$ cat src/meter_teleinfo_line_parser_unit_assert.svh
// Assertion macros used by the line parser's top-level RTL file.
`ifndef METER_TELEINFO_LINE_PARSER_UNIT_ASSERT_SVH
`define METER_TELEINFO_LINE_PARSER_UNIT_ASSERT_SVH
`ifndef NO_ASSERTIONS
`define MTLP_ASSERT(lbl, clk, rstn, prop) \
  lbl: assert property (@(posedge clk) disable iff (!rstn) prop) \
    else $error("line parser assertion failed");
`define MTLP_ASSERT_NEXT(lbl, clk, rstn, ante, cons) \
  lbl: assert property (@(posedge clk) disable iff (!rstn) (ante) |=> (cons)) \
    else $error("line parser assertion failed");
`else
`define MTLP_ASSERT(lbl, clk, rstn, prop)
`define MTLP_ASSERT_NEXT(lbl, clk, rstn, ante, cons)
`endif
`endif

$ cat src/mtlp_pkg.sv
// Package with character codes, keyword tables and lookup functions.
package mtlp_pkg;

  localparam logic [7:0] CH_STX   = 8'h02;
  localparam logic [7:0] CH_ETX   = 8'h03;
  localparam logic [7:0] CH_LF    = 8'h0A;
  localparam logic [7:0] CH_SPACE = 8'h20;
  localparam logic [7:0] CH_ZERO  = 8'h30;
  localparam logic [7:0] CH_NINE  = 8'h39;

  localparam logic [39:0] NUM_MAX = 40'd999999999999;

  // Field codes of the keywords whose value is not numeric.
  localparam logic [4:0] FC_ADCO     = 5'd0;
  localparam logic [4:0] FC_OPTARIF  = 5'd1;
  localparam logic [4:0] FC_MOTDETAT = 5'd20;
  localparam logic [4:0] FC_PTEC     = 5'd21;
  localparam logic [4:0] FC_DEMAIN   = 5'd22;

  typedef enum logic [2:0] {
    KIND_TEXT, KIND_NUM, KIND_TARIFF, KIND_PERIOD, KIND_COLOUR
  } kind_e;

  // Keywords, right aligned and zero padded.
  localparam logic [63:0] KW_TAB [24] = '{
    64'("ADCO"), 64'("OPTARIF"), 64'("ISOUSC"), 64'("BASE"), 64'("HCHC"),
    64'("HCHP"), 64'("EJPHN"), 64'("EJPHM"), 64'("GAZ"), 64'("AUTRE"),
    64'("BBRHCJB"), 64'("BBRHPJB"), 64'("BBRHCJW"), 64'("BBRHPJW"),
    64'("BBRHCJR"), 64'("BBRHPJR"), 64'("PEJP"), 64'("IINST"), 64'("ADPS"),
    64'("IMAX"), 64'("MOTDETAT"), 64'("PTEC"), 64'("DEMAIN"), 64'("PAPP")
  };

  localparam logic [31:0] TARIFF_TAB [4] = '{"BASE", "HC..", "EJP.", "BBR("};
  localparam logic [31:0] PERIOD_TAB [11] = '{
    "TH..", "HC..", "HP..", "HN..", "PM..", "HCJB", "HPJB", "HCJW", "HPJW",
    "HCJR", "HPJR"
  };
  localparam logic [31:0] COLOUR_TAB [4] = '{"----", "BLEU", "BLAN", "ROUG"};

  typedef struct packed {
    logic       hit;
    logic [4:0] code;
  } kw_hit_t;

  typedef struct packed {
    logic       hit;
    logic [3:0] code;
  } choice_hit_t;

  // Keyword search; the first match wins, as entries are unique.
  function automatic kw_hit_t kw_lookup(logic [63:0] kw);
    kw_hit_t r;
    r = '0;
    for (int i = 0; i < 24; i++) begin
      if (!r.hit && kw == KW_TAB[i]) begin
        r.hit  = 1'b1;
        r.code = 5'(i);
      end
    end
    return r;
  endfunction

  function automatic kind_e kw_kind(logic [4:0] code);
    case (code)
      FC_ADCO, FC_MOTDETAT: return KIND_TEXT;
      FC_OPTARIF:           return KIND_TARIFF;
      FC_PTEC:              return KIND_PERIOD;
      FC_DEMAIN:            return KIND_COLOUR;
      default:              return KIND_NUM;
    endcase
  endfunction

  // Choice search over the list that the keyword kind selects.
  function automatic choice_hit_t choice_lookup(kind_e kind, logic [31:0] v);
    choice_hit_t r;
    r = '0;
    case (kind)
      KIND_TARIFF: begin
        for (int i = 0; i < 4; i++)
          if (!r.hit && v == TARIFF_TAB[i]) begin
            r.hit = 1'b1; r.code = 4'(i);
          end
      end
      KIND_PERIOD: begin
        for (int i = 0; i < 11; i++)
          if (!r.hit && v == PERIOD_TAB[i]) begin
            r.hit = 1'b1; r.code = 4'(i);
          end
      end
      KIND_COLOUR: begin
        for (int i = 0; i < 4; i++)
          if (!r.hit && v == COLOUR_TAB[i]) begin
            r.hit = 1'b1; r.code = 4'(i);
          end
      end
      default: r.hit = 1'b1;
    endcase
    return r;
  endfunction

endpackage

$ cat src/mtlp_ram.sv
// Generic single-write, single-read RAM with registered read data.
module mtlp_ram #(
  parameter int Width = 8,
  parameter int Depth = 29
) (
  input  logic                     clk_i,
  input  logic                     we_i,
  input  logic [$clog2(Depth)-1:0] waddr_i,
  input  logic [Width-1:0]         wdata_i,
  input  logic [$clog2(Depth)-1:0] raddr_i,
  output logic [Width-1:0]         rdata_o
);

  logic [Width-1:0] mem_q [Depth];
  logic [Width-1:0] rdata_q;

  // Write port and registered read port.
  always_ff @(posedge clk_i) begin
    if (we_i) begin
      mem_q[waddr_i] <= wdata_i;
    end
    rdata_q <= mem_q[raddr_i];
  end

  assign rdata_o = rdata_q;

endmodule

$ cat src/meter_teleinfo_line_parser_unit.sv
// Top level of the meter teleinfo line parser.
// Takes one serial byte per beat. Until the first STX all bytes are ignored;
// afterwards ETX is ignored, ordinary bytes are appended to a line RAM of
// LINE_CHARS bytes (extra bytes are dropped), and LF starts a walk of the
// stored line with the input stalled. For each stored byte the walk goes
// through S_RD, which reads the registered line RAM, and S_PROC, which
// examines the byte; S_FIN then matches the keyword before the next byte is
// taken while the output register is free.
// A line with a known keyword and a valid value yields one result beat; the
// output register holds it while new bytes are taken, but the next result
// line then waits in its last cycle, with the input stalled, for as long as
// that earlier beat is not accepted.
`include "meter_teleinfo_line_parser_unit_assert.svh"
module meter_teleinfo_line_parser_unit
  import mtlp_pkg::*;
#(
  parameter int LINE_CHARS = 29,
  parameter int TEXT_CHARS = 8
) (
  input  logic         clk_i,
  input  logic         rst_ni,
  input  logic         s_axis_tvalid,
  output logic         s_axis_tready,
  // [7:0] rx_byte
  input  logic [7:0]   s_axis_tdata,
  output logic         m_axis_tvalid,
  input  logic         m_axis_tready,
  // [4:0] field_code, [44:5] numeric_value, [48:45] choice_code,
  // [112:49] text_value, [119:113] zero
  output logic [119:0] m_axis_tdata
);

  localparam int LW = $clog2(LINE_CHARS + 1);
  localparam int AW = $clog2(LINE_CHARS);

  localparam logic [1:0] S_IDLE = 2'd0;
  localparam logic [1:0] S_RD   = 2'd1;
  localparam logic [1:0] S_PROC = 2'd2;
  localparam logic [1:0] S_FIN  = 2'd3;

  localparam logic [2:0] P_LEAD = 3'd0;
  localparam logic [2:0] P_KEY  = 3'd1;
  localparam logic [2:0] P_GAP  = 3'd2;
  localparam logic [2:0] P_VAL  = 3'd3;
  localparam logic [2:0] P_DONE = 3'd4;

  logic [1:0]    state_q, state_d;
  logic [2:0]    ph_q, ph_d;
  logic          synced_q, synced_d;
  logic [LW-1:0] len_q, len_d;
  logic [LW-1:0] idx_q, idx_d;
  logic [LW-1:0] vl_q, vl_d;
  logic [3:0]    kl_q, kl_d;
  logic [63:0]   kw_q, kw_d;
  logic [31:0]   v4_q, v4_d;
  logic [63:0]   txt_q, txt_d;
  logic [39:0]   num_q, num_d;
  logic          ngo_q, ngo_d;
  logic          ovalid_q, ovalid_d;
  logic [119:0]  odata_q, odata_d;

  logic          in_beat, we;
  logic [7:0]    rdata, c;
  logic [43:0]   num_next;
  kw_hit_t       kwh;
  kind_e         kind;
  choice_hit_t   ch;
  logic          res_ok;
  logic [63:0]   txt_mask;

  assign s_axis_tready = (state_q == S_IDLE);
  assign in_beat       = s_axis_tvalid && s_axis_tready;
  assign we            = in_beat && synced_q && s_axis_tdata != CH_ETX &&
                         s_axis_tdata != CH_LF && len_q < LW'(LINE_CHARS);

  mtlp_ram #(.Width(8), .Depth(LINE_CHARS)) u_line (
    .clk_i   (clk_i),
    .we_i    (we),
    .waddr_i (len_q[AW-1:0]),
    .wdata_i (s_axis_tdata),
    .raddr_i (idx_q[AW-1:0]),
    .rdata_o (rdata)
  );

  assign c        = rdata;
  assign num_next = ({4'd0, num_q} << 3) + ({4'd0, num_q} << 1) + 44'(c - CH_ZERO);

  // Keyword and choice matching on the collected tokens.
  always_comb begin
    kwh  = kw_lookup(kw_q);
    if (kl_q > 4'd8) kwh.hit = 1'b0;
    kind = kw_kind(kwh.code);
    ch   = choice_lookup(kind, (vl_q == LW'(4)) ? v4_q : 32'd0);
    res_ok = kwh.hit && vl_q != '0 && ch.hit;
    for (int i = 0; i < 8; i++) begin
      txt_mask[63-8*i -: 8] = (i < TEXT_CHARS) ? 8'hFF : 8'h00;
    end
  end

  // Sequencer: byte intake, line walk and result load.
  always_comb begin
    state_d  = state_q;
    ph_d     = ph_q;
    synced_d = synced_q;
    len_d    = len_q;
    idx_d    = idx_q;
    vl_d     = vl_q;
    kl_d     = kl_q;
    kw_d     = kw_q;
    v4_d     = v4_q;
    txt_d    = txt_q;
    num_d    = num_q;
    ngo_d    = ngo_q;
    ovalid_d = ovalid_q && !m_axis_tready;
    odata_d  = odata_q;
    case (state_q)
      S_IDLE: begin
        if (in_beat) begin
          if (!synced_q) begin
            synced_d = (s_axis_tdata == CH_STX);
          end else if (s_axis_tdata == CH_LF) begin
            ph_d  = P_LEAD;
            idx_d = '0;
            vl_d  = '0;
            kl_d  = '0;
            kw_d  = '0;
            v4_d  = '0;
            txt_d = '0;
            num_d = '0;
            ngo_d = 1'b1;
            state_d = (len_q == '0) ? S_FIN : S_RD;
          end else if (we) begin
            len_d = len_q + LW'(1);
          end
        end
      end
      S_RD: state_d = S_PROC;
      S_PROC: begin
        if (c == 8'h00) begin
          state_d = S_FIN;
        end else begin
          idx_d   = idx_q + LW'(1);
          state_d = (idx_q + LW'(1) == len_q) ? S_FIN : S_RD;
          case (ph_q)
            P_LEAD, P_KEY: begin
              if (c == CH_SPACE) begin
                if (ph_q == P_KEY) ph_d = P_GAP;
              end else begin
                ph_d = P_KEY;
                kw_d = {kw_q[55:0], c};
                if (kl_q < 4'd9) kl_d = kl_q + 4'd1;
              end
            end
            P_GAP, P_VAL: begin
              if (c == CH_SPACE) begin
                if (ph_q == P_VAL) ph_d = P_DONE;
              end else begin
                ph_d = P_VAL;
                vl_d = vl_q + LW'(1);
                if (vl_q < LW'(4)) v4_d = {v4_q[23:0], c};
                if (vl_q < LW'(8)) txt_d[63 - 8*vl_q[2:0] -: 8] = c;
                if (ngo_q && c >= CH_ZERO && c <= CH_NINE) begin
                  num_d = (num_next > 44'(NUM_MAX)) ? NUM_MAX : num_next[39:0];
                end else begin
                  ngo_d = 1'b0;
                end
              end
            end
            default: ;
          endcase
        end
      end
      S_FIN: begin
        if (!res_ok) begin
          state_d = S_IDLE;
          len_d   = '0;
        end else if (!ovalid_q || m_axis_tready) begin
          state_d  = S_IDLE;
          len_d    = '0;
          ovalid_d = 1'b1;
          odata_d  = '0;
          odata_d[4:0]    = kwh.code;
          odata_d[44:5]   = (kind == KIND_NUM) ? num_q : 40'd0;
          odata_d[48:45]  = (kind == KIND_TARIFF || kind == KIND_PERIOD ||
                             kind == KIND_COLOUR) ? ch.code : 4'd0;
          odata_d[112:49] = (kind == KIND_TEXT) ? (txt_q & txt_mask) : 64'd0;
        end
      end
      default: state_d = S_IDLE;
    endcase
  end

  // Control registers.
  always_ff @(posedge clk_i or negedge rst_ni) begin
    if (!rst_ni) begin
      state_q  <= S_IDLE;
      synced_q <= 1'b0;
      len_q    <= '0;
      ovalid_q <= 1'b0;
      ph_q     <= P_LEAD;
      idx_q    <= '0;
    end else begin
      state_q  <= state_d;
      synced_q <= synced_d;
      len_q    <= len_d;
      ovalid_q <= ovalid_d;
      ph_q     <= ph_d;
      idx_q    <= idx_d;
    end
  end

  // Token and result payload registers.
  always_ff @(posedge clk_i) begin
    vl_q    <= vl_d;
    kl_q    <= kl_d;
    kw_q    <= kw_d;
    v4_q    <= v4_d;
    txt_q   <= txt_d;
    num_q   <= num_d;
    ngo_q   <= ngo_d;
    odata_q <= odata_d;
  end

  assign m_axis_tvalid = ovalid_q;
  assign m_axis_tdata  = odata_q;

  `MTLP_ASSERT(a_idx_in_line, clk_i, rst_ni, (state_q != S_IDLE) |-> (idx_q <= len_q))
  `MTLP_ASSERT(a_no_write_in_walk, clk_i, rst_ni, we |-> (state_q == S_IDLE))
  `MTLP_ASSERT_NEXT(a_result_from_fin, clk_i, rst_ni,
    !(state_q == S_FIN) && !(ovalid_q && !m_axis_tready), !ovalid_q)

endmodule

$ cat config.mk
export PLATFORM = sky130hd
export DESIGN_NAME = meter_teleinfo_line_parser_unit
export DESIGN_NICKNAME = d
export VERILOG_FILES = /design/src/mtlp_pkg.sv /design/src/mtlp_ram.sv /design/src/meter_teleinfo_line_parser_unit.sv
export VERILOG_INCLUDE_DIRS = /design/src /design/src/src
export SDC_FILE = /design/constraint.sdc
export NUM_CORES = 1
export LEC_CHECK = 0
export BUFFER_PORTS_ARGS = -buffer_cell sky130_fd_sc_hd__buf_2
export CORE_ASPECT_RATIO = 1.25
export CORE_UTILIZATION = 30
export CTS_BUF_LIST = sky130_fd_sc_hd__clkbuf_4 sky130_fd_sc_hd__clkbuf_8
export CTS_CLUSTER_DIAMETER = 60
export DETAILED_ROUTE_END_ITERATION = 8
export HOLD_SLACK_MARGIN = 0.15
export SYNTH_ARGS = -nofsm -noshare
export SYNTH_HDL_FRONTEND = slang
export SYNTH_HIERARCHICAL = 1
export SYNTH_SLANG_ARGS = --single-unit
$ cat constraint.sdc
create_clock -name clk_i -period 7.15 [get_ports clk_i]
set_input_delay 1.0725 -clock clk_i [delete_from_list [all_inputs] [get_ports clk_i]]
set_output_delay 1.0725 -clock clk_i [all_outputs]
set_load 0.01 [all_outputs]
# [After elaboration in Yosys (flattened, before gate mapping)]
# Memories as Yosys holds them, arrays and structs flattened. A register that Yosys moved wholly into a read port is not among the register bits.
# Cells that the tools add are included.
[totals] ramBits=232 regBits=340 elab_cells=387 romBits=0 output_inout_bits=122 latch_bits=0 memories=1
[mem_list] memory="u_line.mem_q" depth=29 width=8 read_ports=1 rd_clocked_by_memory_dff=1 write_ports=1 line_no="mtlp_ram.sv:14" text="logic [Width-1:0] mem_q [Depth];"
[op_classes] eq_ne=81 n_reduce_logical=118 multipliers=0 n_addsub=9 shift=2 mux=151 bitwise_logic=0 magnitude_cmp=8 div=0
[op_table] cell="$mux 64" n=10
[op_table] cell="$eq 64x31->1 const B" n=9
[op_table] cell="$eq 32x31->1 const B" n=17
[op_table] cell="$eq 64x55->1 const B" n=7
[op_table] cell="$mux 40" n=8
[op_table] cell="$eq 64x39->1 const B" n=4
[op_table] cell="$mux 32" n=8
[op_table] cell="$pmux 64 s2" n=2
[op_table] cell="$mux 5" n=48
[op_table] cell="$mux 6" n=24
[op_table] cell="$eq 64x47->1 const B" n=2
[op_table] cell="$pmux 40 s2" n=1
[op_table] cell="$shift 8x34->71 const A" n=1
[op_table] cell="$shiftx 8x34->71" n=1
[op_table] cell="$bwmux 64" n=1
[op_table] cell="$eq 64x23->1 const B" n=1
[op_table] cell="$eq 64x63->1 const B" n=1
[op_table] cell="$pmux 32 s2" n=1
[op_table] cell="$logic_and 1x1->1" n=49
[op_table] cell="$reduce_and 8->1" n=6
[op_table] cell="$add 43x41->44" n=1
[op_table] cell="$add 44x44->44" n=1
[op_table] cell="$gt 44x40->1 const B" n=1
[op_table] cell="$logic_not 1->1" n=41
[op_table] cell="other kinds (58)" n=124

# [Logic depth before layout (Yosys ltp)]
[depth] word_depth=119 depth_mapped=20 depth_no_buf=17

# [Cells and area by module]
# The synthesis kept the hierarchy.
[modules_own_cells] mod="meter_teleinfo_line_parser_unit" cells_per_inst=1804 seq_area_each_um2=10124.7 instances=1 area_each_um2=19427.4
[modules_own_cells] mod="mtlp_ram" cells_per_inst=468 seq_area_each_um2=7126.8 instances=1 area_each_um2=9320.2

# [Worst setup path before layout]
# No wires, ideal clock.
[synth_timing] path_type="register to register" from="register kw_q[40]" to="register odata_q[0], in the netlist m_axis_tdata[0] (enable)" arrival_ns=7.308 period_less_slack_ns=7.896 stages_incl_launch_ff=11 setup_slack_ns=-0.746 cell_sequence="edfxtp_1 -> or4_1 -> nand3b_1 -> nor4_2 -> nand2_1 -> or2_2 -> clkbuf_1 -> a31o_2 -> a21oi_1 -> o31ai_1 -> nor2_1"
[synth_via] elab_chain_len=78 word_cells_on_any_way=109 classes_between="31 x eq/ne; 27 x mux; 51 x reduce/logical"
[synth_lines] element="from (decl)" line_no="meter_teleinfo_line_parser_unit.sv:54" text="logic [63:0] kw_q, kw_d;"
[synth_lines] element="from (signal assigned)" line_no="meter_teleinfo_line_parser_unit.sv:216" text="kw_q <= kw_d;"
[synth_lines] element="$eq 64x31->1" line_no="mtlp_pkg.sv:55" text="if (!r.hit && kw == KW_TAB[i]) begin"
[synth_lines] element="$mux 6" line_no="mtlp_pkg.sv:55"
[synth_lines] element="$logic_not 1->1" line_no="mtlp_pkg.sv:55"
[synth_lines] element="$logic_and 1x1->1" line_no="mtlp_pkg.sv:55"
[synth_lines] element="$mux 6" line_no="mtlp_pkg.sv:55"
[synth_lines] element="$logic_not 1->1" line_no="mtlp_pkg.sv:55"
[synth_lines] element="$logic_and 1x1->1" line_no="mtlp_pkg.sv:55"
[synth_lines] element="$mux 6" line_no="mtlp_pkg.sv:55"
[synth_lines] element="(+62 left out)"
[synth_lines] element="$mux 6 *" line_no="mtlp_pkg.sv:55"
[synth_lines] element="$eq 5x5->1 / $logic_not 5->1 (equally long branches)" line_no="mtlp_pkg.sv:64" text="case (code)"
[synth_lines] element="$reduce_or 2->1" line_no="mtlp_pkg.sv:64"
[synth_lines] element="$pmux 3 s4" line_no="mtlp_pkg.sv:64"
[synth_lines] element="$eq 3x3->1 / $eq 3x2->1 (equally long branches)" line_no="mtlp_pkg.sv:77" text="case (kind)"
[synth_lines] element="$pmux 1 s3" line_no="mtlp_pkg.sv:77"
[synth_lines] element="$logic_and 1x1->1 *" line_no="meter_teleinfo_line_parser_unit.sv:94" text="res_ok = kwh.hit && vl_q != '0 && ch.hit;"
[synth_lines] element="$reduce_and 3->1 (no source line) *"
[synth_lines] element="to (signal assigned)" line_no="meter_teleinfo_line_parser_unit.sv:221" text="odata_q <= odata_d;"
[synth_lines] element="to (decl)" line_no="meter_teleinfo_line_parser_unit.sv:60" text="logic [119:0] odata_q, odata_d;"
# Every way passes the cells marked *; elsewhere a longest branch is shown, timed or not.
# A chain may end at the register's enable or synchronous reset.

# [Final worst setup path]
[layout_timing] from="register u_line.rdata_q[4], in the netlist u_line/rdata_o[4], read port of u_line.mem_q" to="register num_q[18], data pin"
[layout_via] elab_chain_len=9
[layout_lines] element="from (decl)" line_no="mtlp_ram.sv:15" text="logic [Width-1:0] rdata_q;"
[layout_lines] element="$sub 8x6->9 *" line_no="meter_teleinfo_line_parser_unit.sv:86" text="assign num_next = ({4'd0, num_q} << 3) + ({4'd0, num_q} << 1) + 44'(c - CH_ZERO);"
[layout_lines] element="$add 44x44->44 *" line_no="meter_teleinfo_line_parser_unit.sv:86"
[layout_lines] element="$gt 44x40->1" line_no="meter_teleinfo_line_parser_unit.sv:163" text="num_d = (num_next > 44'(NUM_MAX)) ? NUM_MAX : num_next[39:0];"
[layout_lines] element="$mux 40 *" line_no="meter_teleinfo_line_parser_unit.sv:163"
[layout_lines] element="$mux 40 *" line_no="meter_teleinfo_line_parser_unit.sv:162" text="if (ngo_q && c >= CH_ZERO && c <= CH_NINE) begin"
[layout_lines] element="$mux 40 *" line_no="meter_teleinfo_line_parser_unit.sv:155" text="if (c == CH_SPACE) begin"
[layout_lines] element="$mux 40 *" line_no="meter_teleinfo_line_parser_unit.sv:144" text="case (ph_q)"
[layout_lines] element="$mux 40 *" line_no="meter_teleinfo_line_parser_unit.sv:139" text="if (c == 8'h00) begin"
[layout_lines] element="$pmux 40 s2 *" line_no="meter_teleinfo_line_parser_unit.sv:116" text="case (state_q)"
[layout_lines] element="to (signal assigned)" line_no="meter_teleinfo_line_parser_unit.sv:219" text="num_q <= num_d;"
[layout_lines] element="to (decl)" line_no="meter_teleinfo_line_parser_unit.sv:57" text="logic [39:0] num_q, num_d;"
# Every way passes the cells marked *; elsewhere a longest branch is shown, timed or not. The select of a mux whose other input is x is not followed.

==> key figures <==
STA
  – Fin Clk Skew: roughly 60 ps
  – Final setup violation count: 0
  – Final hold violation count: 0
  – Slew headroom: 0.2390
  – RSZ-0062 raised after global routing: false
  – Crit path time final: 6004 ps
  – Hold Slack: ~310 ps
  – Fmax: about 170 MHz
  – Pins Over Slew Limit: 0
  – Worst-Margin Slew: 1137 ps
  – Fin Setup TNS: 0 ps
  – Fin crit share: 0.8397

Synthesis
  – Library cells used by synthesis: 96
  – Ys async rst share: 0.02931
  – Most used flip-flop cell after synthesis: edfxtp_1
  – Yosys warns: 6
  – Mapped Cells: 2272
  – Synthesized cell area: around 29000 µm²
  – Number of synthesized flops with an enable pin: roughly 560
  – Avg Cell Area, Syn: roughly 13 µm²
  – FF+latch count, synth: 580
  – Sequential share of the synthesized area: 0.6001

Global routing
  – Grt met1 use: 0.1798
  – First-pass GRT wire length: between 100 and 150 mm
  – GR Layer Usage met2: 0.2623
  – GR Util met3: 0.02350
  – GRT busiest layer: met2
  – Largest net degree at the start of global routing: ~110
  – Vias in the first global route: about 19000
  – GR Overflow Total: 0
  – Initial antenna violation count: 1
  – GRT Util Overall: 0.1478

Setup path
  – CP startpoint kind: flip-flop
  – Required time of the critical path: around 7600 ps
  – CP endpoint kind: flip-flop
  – R2R cell count: 18
  – CP bufs+invs: 3
  – Crit path max-delay family: simple AND/OR/NAND/NOR gates
  – Worst-path maximum fanout: 14
  – Slowest stage cell, crit path: nor4b_1
  – Worst Path Arrival: approximately 6500 ps
  – Crit Path Class: reg -> reg
  – Worst r2r src: u_line/rdata_o[4]$_DFF_P_
  – Largest stage delay, worst path: 650 ps
  – Critical path startpoint: u_line/rdata_o[4]$_DFF_P_
  – Crit-path most repeated cell: buf_4
  – R2r endpoint: num_q[18]$_SDFFCE_PN0P_
  – Crit path cell chain: buf_4 -> ha_1 -> nor3_4 -> buf_4 -> fa_1 -> ha_1 -> o21ai_0 -> o21bai_1 -> a2111oi_4 -> a21oi_1 -> nor4b_1 -> nor2_1 -> a211oi_1 -> and4_1 -> o41a_1 -> or3_1 -> buf_4 -> o21ai_2
  – R2R Setup Slk: between 1000 and 1500 ps

Clocking
  – Number of setup buffers added after CTS: 0
  – H-tree levels: 3
  – CTS tree: done
  – Num Clock Sinks: a little under 600
  – # resized after CTS: 0
  – Max clock buf depth: 3
  – Hold_buf cts: 0
  – Clock slew at reported path FFs: ~70 ps
  – Clk_lat worst skew: 740 ps
  – CTS Root Cell: clkbuf_8
  – Clock buffer count from CTS: 96

Die
  – Width of the die: ~280 µm
  – Die Ht: 348.1 µm
  – Row cnt: around 130
  – I/O Pins: around 130
  – Die area: ~97000 µm²
  – Initial Util: 0.3034
  – Core area: 94750 µm²

Route
  – Drt drc: 0
  – Vias per inst: ~5.0
  – Post-DR wirelength/cell: ~19 µm
  – Post-route ant nets: 0
  – Final WL: slightly above 70 mm
  – Pre-antenna DRT Iters: 6
  – First-iteration detailed-routing DRC count: around 1500
  – Vias: about 19000

Placement
  – GP Congestion: a little over 0.9
  – Post-DP HPWL: 50.14 mm
  – Port Buf Inserts: ~130

Finish
  – Synth-to-Final Area Change: 13.91%
  – Layout Nets: between 2000 and 3000
  – Fraction of layout instances using a drive strength above 1: 0.1643
  – Final Util: 0.3456

Flow run
  – Max_cap viols: 0

Power
  – Final Total Pwr: about 9 mW
  – Leak pwr: around 11 nW
  – Maximum vdd drop: between 0.1 and 0.15 mV
  – PwrDens: around 270 nW/µm²

Hold path
  – Tightest Hold Check Type: in -> async

Run status
  – Status: completed
[worst max-delay path by stage]
stage	cells after the start	endpoint	slack (ps)
2_1_floorplan	18	num_q[18]$_SDFFCE_PN0P_	740
3_3_place_gp	18	num_q[18]$_SDFFCE_PN0P_	1230
3_5_place_dp	18	num_q[18]$_SDFFCE_PN0P_	1160
4_1_cts	18	num_q[18]$_SDFFCE_PN0P_	1140
5_1_grt	18	num_q[18]$_SDFFCE_PN0P_	760
6_report	18	num_q[18]$_SDFFCE_PN0P_	1150
[per-stage QoR]
step,cell area [µm²],std cells,setup slack (ps)
after global routing,32750,3777,755.9
after floorplan,28780,2278,740.8
final,32750,3777,1146
after detailed placement,30720,3602,1162
after CTS,32740,3776,1141
after global placement,30720,3602,1232
[cells by family after synthesis]
kind of cell	after synthesis	synth area share
buffers and inverters	168	0.02751
AO/OA/AOI/OAI	383	0.08613
AND/OR/NAND/NOR	926	0.1749
other	1	0.0001304
flip-flops	580	0.6001
adder cells (fa/ha/maj)	100	0.05371
XOR/XNOR	38	0.01158
multiplexers	76	0.04592
[flip-flops by register name, indices dropped and copies added (netlist names), 8 cells and up]
| name | flops |
|---|---|
| num_q | 40 |
| m_axis_tdata | 113 |
| kw_q | 64 |
| txt_q | 64 |
| v4_q | 32 |
| u_line/rdata_o | 8 |
| u_line/mem_q | 232 |
[synth_stat cells (18+ instances only)]
| master | n | share of area |
|---|---|---|
| nand2b_1 | 18 | 0.0039 |
| xnor2_1 | 19 | 0.0058 |
| nand4_1 | 40 | 0.0087 |
| mux2i_1 | 19 | 0.0066 |
| nor2b_1 | 65 | 0.014 |
| nor3_1 | 42 | 0.0073 |
| mux4_2 | 30 | 0.024 |
| fa_1 | 39 | 0.027 |
| nor2_1 | 165 | 0.022 |
| o21ai_0 | 81 | 0.014 |
| a22oi_1 | 25 | 0.0065 |
| and2_1 | 157 | 0.034 |
| a21oi_1 | 131 | 0.023 |
| clkbuf_1 | 66 | 0.0086 |
| inv_1 | 57 | 0.0074 |
| nor4_1 | 31 | 0.0067 |
| and3_1 | 31 | 0.0067 |
| nand2_1 | 160 | 0.021 |
| edfxtp_1 | 555 | 0.58 |
| ha_1 | 61 | 0.027 |
| xor2_1 | 19 | 0.0058 |
| nand3_1 | 99 | 0.017 |
[layer usage]
metal	vias to the layer above	part of all wire
li1	8875	-
met1	9353	0.41
met2	520	0.51
met3	122	0.043
met4	0	0.029
met5	-	0
[layout make-up]
class                      instances  area, µm²
antenna                            1      2.502
clock buffer                     129       1575
clock inverter                    45      444.2
fill                            9355      62000
inverter                          58      219.0
multi-input combinational       1530      10790
sequential                       580      17260
tap                             1280       1602
timing repair buffer             154      853.3
[report_power, final]
part           switching, mW  total, mW  leakage (nW)  internal, mW
clock network           1.40       3.08          1.05          1.68
registers             0.0883       3.82          5.16          3.73
logic                   1.16       1.91          5.22         0.745
total                   2.65       8.80          11.4          6.15
[cell usage in the layout (no fill, tap or decap), types with 32 or more instances in the layout]
cell | synthesis | final
edfxtp_1 | 555 | 555
nor2_1 | 165 | 161
nand2_1 | 160 | 160
and2_1 | 157 | 157
a21oi_1 | 131 | 130
buf_2 | 12 | 126
nand3_1 | 99 | 99
clkbuf_8 | 0 | 97
o21ai_0 | 81 | 81
nor2b_1 | 65 | 65
ha_1 | 61 | 61
inv_1 | 57 | 56
nor3_1 | 42 | 41
nand4_1 | 40 | 40
fa_1 | 39 | 39
clkbuf_4 | 0 | 32
No activity file was read; power rests on OpenSTA's default activity.
